===== config.mk =====
export PLATFORM = sky130hd
export DESIGN_NAME = lam_proj
export DESIGN_NICKNAME = d
export VERILOG_FILES = /design/src/rtl/lam_pkg.sv /design/src/rtl/lam_proj.sv
export SDC_FILE = /design/constraint.sdc
export NUM_CORES = 2
export LEC_CHECK = 0
export ABC_AREA = 0
export BUFFER_PORTS_ARGS = -buffer_cell sky130_fd_sc_hd__buf_2
export CAP_MARGIN = 30
export CORE_MARGIN = 2
export CORE_UTILIZATION = 40
export CTS_CLUSTER_SIZE = 14
export DETAILED_ROUTE_END_ITERATION = 10
export PLACE_DENSITY_LB_ADDON = 0.05
export SLEW_MARGIN = 10
export SYNTH_ARGS = -nofsm -noshare
export SYNTH_HDL_FRONTEND = slang
export SYNTH_SLANG_ARGS = --single-unit

===== constraint.sdc =====
create_clock -name clk -period 19.9 [get_ports clk]
set_clock_uncertainty 0.1 [all_clocks]
set_input_delay 0 -clock clk [delete_from_list [all_inputs] [get_ports clk]]
set_output_delay 0 -clock clk [all_outputs]
set_load 0.1 [all_outputs]

===== src/rtl/lam_pkg.sv =====
package lam_pkg;

	// Fixed point one in Q16.16.
	localparam logic [31:0] FX_ONE = 32'h0001_0000;

	// A difference of two 32-bit values needs 33 bits. One more bit keeps the
	// magnitude of the most negative difference in range.
	localparam int VEC_W  = 34;
	// A normalized component lies in [-1.0, 1.0] in Q16.16.
	localparam int UNIT_W = 18;
	// Width of the scaled magnitudes: top set bit at bit 30.
	localparam int SMAG_W = 31;
	// The integer square root of a 64-bit sum resolves one result bit per step.
	localparam int SQ_STEPS  = 32;
	// A normalized quotient is at most 65536, so 17 quotient bits.
	localparam int DIV_STEPS = 17;

	// Latencies of the pipelined units, in clock cycles.
	localparam int NORM_LAT  = 5 + SQ_STEPS + 1 + DIV_STEPS + 1;
	localparam int PROJ_LAT  = 2;
	localparam int CROSS_LAT = 2;

	typedef logic signed [VEC_W-1:0]  vec_t;
	typedef logic signed [UNIT_W-1:0] unit_t;

	typedef struct packed {
		logic valid;
		logic ok;
	} norm_ctl_t;

	// Round to nearest, ties away from zero, then drop 16 fraction bits.
	function automatic logic signed [47:0] rnd_q16(input logic signed [47:0] v);
		logic [47:0] mag;
		logic [47:0] r;
		mag = v[47] ? 48'(-v) : 48'(v);
		r = (mag + 48'h8000) >> 16;
		return v[47] ? -signed'(r) : signed'(r);
	endfunction

	function automatic logic [31:0] sat32(input logic signed [47:0] v);
		logic [31:0] r;
		if (v > 48'sh0000_7FFF_FFFF) begin
			r = 32'h7FFF_FFFF;
		end else if (v < -48'sh0000_8000_0000) begin
			r = 32'h8000_0000;
		end else begin
			r = v[31:0];
		end
		return r;
	endfunction

endpackage


===== src/rtl/lam_proj.sv =====
module lam_proj (
	input  logic           clk,
	input  logic           arst_n,
	input  logic           in_valid,
	input  lam_pkg::unit_t fwd [3],
	output logic           out_valid,
	output lam_pkg::vec_t  pre [3]
);

	logic [1:0] vld_s;
	logic signed [2*lam_pkg::UNIT_W-1:0] prod_s1 [3];
	lam_pkg::vec_t pre_s2 [3];

	always_ff @(posedge clk or negedge arst_n) begin
		if (!arst_n) begin
			vld_s <= '0;
		end else begin
			vld_s <= {vld_s[0], in_valid};
		end
	end

	// Up minus its projection on forward; up . forward is forward.y.
	always_ff @(posedge clk) begin
		for (int i = 0; i < 3; i++) begin
			prod_s1[i] <= fwd[i] * fwd[1];
		end
		pre_s2[0] <= lam_pkg::VEC_W'(-lam_pkg::rnd_q16(48'(prod_s1[0])));
		pre_s2[1] <= lam_pkg::VEC_W'(signed'(48'(lam_pkg::FX_ONE))
			- lam_pkg::rnd_q16(48'(prod_s1[1])));
		pre_s2[2] <= lam_pkg::VEC_W'(-lam_pkg::rnd_q16(48'(prod_s1[2])));
	end

	assign out_valid = vld_s[1];
	assign pre       = pre_s2;

endmodule


After elaboration in Yosys (flattened, before gate mapping)
Memories as Yosys holds them, arrays and structs flattened.
Index checks and enable logic that the tools add are counted.

storage, ports and cells
  register bits after elaboration = 104
  bits in writable memories = 108
  input bits = 57
  output and inout bits = 103
  logic and storage cells = 26
  memories = 1

operators by class
  $add $sub $neg = 12
  $mul = 3
  muxes and demuxes = 6

memory list
  name     depth  width  rd ports  clocked after memory_dff  write ports  line            text
  prod_s1  3      36     3         0                         3            lam_proj.sv:11  logic signed [2*lam_pkg::UNIT_W-1:0] prod_s1 [3];

operators with widths
  kind                                                number
  adder 48 x 16 -> 48 bit, second input constant      3
  two-way mux 48 bit                                  3
  negation 36 -> 48 bit                               3
  multiplier 18 x 18 -> 36 bit                        3
  two-way mux 34 bit                                  3
  negation 32 -> 34 bit                               3
  negation 34 bit                                     2
  subtractor 18 x 34 -> 34 bit, first input constant  1

Depth between registers and ports, before layout
  word-level depth = 6
  depth in mapped cells = 30
  gate-level depth less buffers = 28

Least setup slack after synthesis
No wires, ideal clock.

  path type = input-to-reg
  from = input fwd[35] (netlist bit)
  to = memory prod_s1[0][71] (netlist bit)
  setup time = 0.114 ns
  arrival time = 6.253 ns
  data required time = 19.686 ns
  slack = 13.433 ns
  stages = 24
  path buffers = 3
  cell sequence = inv_1 > clkbuf_1 > buf_1 > nor2_1 > fa_1 > inv_1 > fa_1 > inv_1 > ha_1 > inv_1 > fa_1 > inv_1 > fa_1 > fa_1 > ha_1 > clkbuf_1 > a21o_1 > a211oi_1 > a21oi_1 > o21ai_0 > a21oi_1 > o31ai_1 > mux2i_1 > a2111oi_0

RTL lines
  item                line            text
  start: declaration  lam_proj.sv:5   input lam_pkg::unit_t fwd [3],
  end: declaration    lam_proj.sv:11

==> flow_metrics.env <==
export IMPL_clock_sinks=211
export IMPL_synthTopCellsByCount="inv_1 (1,300), fa_1 (952), nand2_1 (549), and2_1 (376), ha_1 (301)"
export IMPL_hpwl_um=96500
export IMPL_yosysUniqueCellTypes=106
export IMPL_grt_antenna_before_repair=2
export IMPL_cts_inserted_buffers=29
export IMPL_synth_area_leaders="fa_1 (40%), inv_1 (10%), dfxtp_1 (8.7%), ha_1 (7.9%), and2_1 (4.9%)"
export IMPL_die_height_um=350
export IMPL_synth_cell_area_um2=47900
export IMPL_status="finished, final reports clean"
export IMPL_async_reset_ff_share_pct=0.948
export IMPL_synth_top_cell_by_area="fa_1"
export IMPL_yosysSeqAreaShare_pct=8.85
export IMPL_cp_end_kind="flop"
export IMPL_multi_input_area_um2=37800
export IMPL_drc=0
export IMPL_ys_warn_count=0
export IMPL_drtIter0Drc=1504
export IMPL_port_buffers=159
export IMPL_fin_crit_sh_pct=37.4
export IMPL_overflow=0
export IMPL_worstPathArrival_ps=7860
export IMPL_max_stage_delay_ps=730
export IMPL_synth_ff_type="dfxtp_1"
export IMPL_fillers=12100
export IMPL_drv_slew=0
export IMPL_postSynthNetCount=6788
export IMPL_vias=34900
export IMPL_startpoint_type="primary input"
export IMPL_grtUsageTotal_pct=20.9
export IMPL_synth_top_cell_area_share_pct=39.8
export IMPL_cts_setup_buffers=0
export IMPL_cts_resized=0
export IMPL_io_pins=160
export IMPL_crit_type="primary input to flop"
export IMPL_antenna_left=0
export IMPL_yosysMostFrequentCell="inv_1"
export IMPL_required_ps=20320
export IMPL_placementRows=126
export IMPL_root_buffer="clkbuf_16"
export IMPL_drv_cap=0
export IMPL_htree_levels=1
export IMPL_grt_max_degree=57
export IMPL_path_max_fanout=56
export IMPL_dieArea_um2=122000
export IMPL_synth_edf_count=0
export IMPL_grt_pass1_wl_um=205000
export IMPL_post_route_min_period_ps=7440
export IMPL_drtPass1Iterations=5
export IMPL_slew_headroom_pct=36.0
export IMPL_r2r_start="prod_s1[0][14]"
export IMPL_clk_pin_slew_ps=60
export IMPL_syn_area_per_cell_um2=8.74
export IMPL_layout_drive_gt1_share_pct=5.79
export IMPL_clock_path_buffers=3
export IMPL_startpoint="fwd[18]"
export IMPL_area_growth_pct=6.94
export IMPL_finalSetupViolations=0
export IMPL_yosys_register_bits=211
export IMPL_wire_per_inst_um=17.3
export IMPL_gp_congestion=0.818
export IMPL_clk_latency_ps=640
export IMPL_grt_pass1_vias=37500
export IMPL_fmax_ghz=0.134
export IMPL_via_per_inst=4.93
export IMPL_initial_core_util_pct=40.4
export IMPL_cts_tree="yes"
export IMPL_wl_um=122000
export IMPL_rsz0062_at_grt="false"
export IMPL_hold_viol=0
export IMPL_hold_path_class="primary input to asynchronous set/reset pin"
export IMPL_core_area_um2=118000
export IMPL_syn_inst=5478
export IMPL_regArea_um2=4240
export IMPL_fin_setup_tns_ps=0
export IMPL_critPathSlowestCell="a221oi_1"
export IMPL_die_w_um=350
export IMPL_tightest_slew_ps=958
export IMPL_final_nets=6778
-- layout make-up --
class                      count  area share [%]
antenna                        1         0.00489
timing repair buffer         205            2.28
inverter                    1302            9.55
tap                         1600            3.91
clock buffer                  37            1.55
clock inverter                16           0.621
multi-input combinational   3719            73.8
sequential                   211            8.28
-- per-stage QoR --
stage	hold WS [ps]	worst slack (ps)	util, %	cell area (um2)	instances
final	108	12460	43.2	51200	7091
after global routing	85.3	11870	43.2	51200	7090
after CTS	54.6	12490	43.2	51200	7088
after detailed placement	-314	12160	42.2	49900	7022
after global placement	-315	12210	42.2	49900	7022
after floorplan	-396	13430	-	47900	5478
-- state kept, by name (all words and copies together) (netlist names) --
name,cells
prod_s1,107
pre,102
vld_s,2
-- layout by cell type (no fill, tap or decap), types with 15 or more instances in the layout --
cell and n:
o21bai_1 15, a211oi_1 21, a31oi_1 45, a21oi_1 130, o21ai_0 93, inv_1 1299, nor2b_1 24, dfxtp_1 206
o22a_1 16, o211ai_1 22, o21a_1 26, xor2_1 87, nor4_1 26, a21o_1 35, nand3_1 56, mux2i_1 30
xnor2_1 207, nor2_1 213, or2_2 19, nand2_1 549, buf_2 160, nand2b_1 35, nand4_1 29, and2_1 376
fa_1 952, nor3_1 73, o31ai_1 31, buf_4 31, ha_1 301, clkbuf_16 29, or3_1 26, and3_1 28
-- cell families after synthesis --
kind of cell,Yosys count,synth area share (%)
compound gates,596,8.70
xor+xnor,296,5.47
fa+ha+maj,1253,47.7
buf+inv,1548,12.2
flops,211,8.85
mux,35,0.745
simple gates,1539,16.3
-- path summary, 6_finish.rpt --
kind	slack [ps]	end	depth (start not counted)
min in group clk	130	prod_s1[0][76]	5
min reg2reg	260	vld_s[1]	0
max reg2reg	13070	pre[87]	17
max in group asynchronous	19470	vld_s[0]	3
min	110	vld_s[0]	3
max	12460	prod_s1[0][35]	29
-- routing by layer --
| metal | vias to the layer above | wire length (um) | global-route usage (%) |
|---|---|---|---|
| met2 | 375 | 58900 | 36.0 |
| li1 | 16700 | - | - |
| met4 | 0 | 1600 | 3.01 |
| met1 | 17800 | 58600 | 29.3 |
| met5 | - | 0 | 0 |
| met3 | 67 | 3270 | 1.75 |
-- worst max-delay path: cells and delay by family --
kind                       cells  cell delay, ps
adders and majority gates      8            2910
AOI/OAI and AO/OA             10            2910
buffers and inverters          7            1350
and+or+nand+nor                3             430
xor gates and xnor gates       1             120
-- what timing repair did --
item | CTS | global route
hold buffers | 13 | 0
hold endpoints to repair | 13 | 0
setup endpoints to repair | 0 | 0
Power is not shown: default switching activity piles up to over one toggle a cycle in this logic, so the estimate is an artifact.
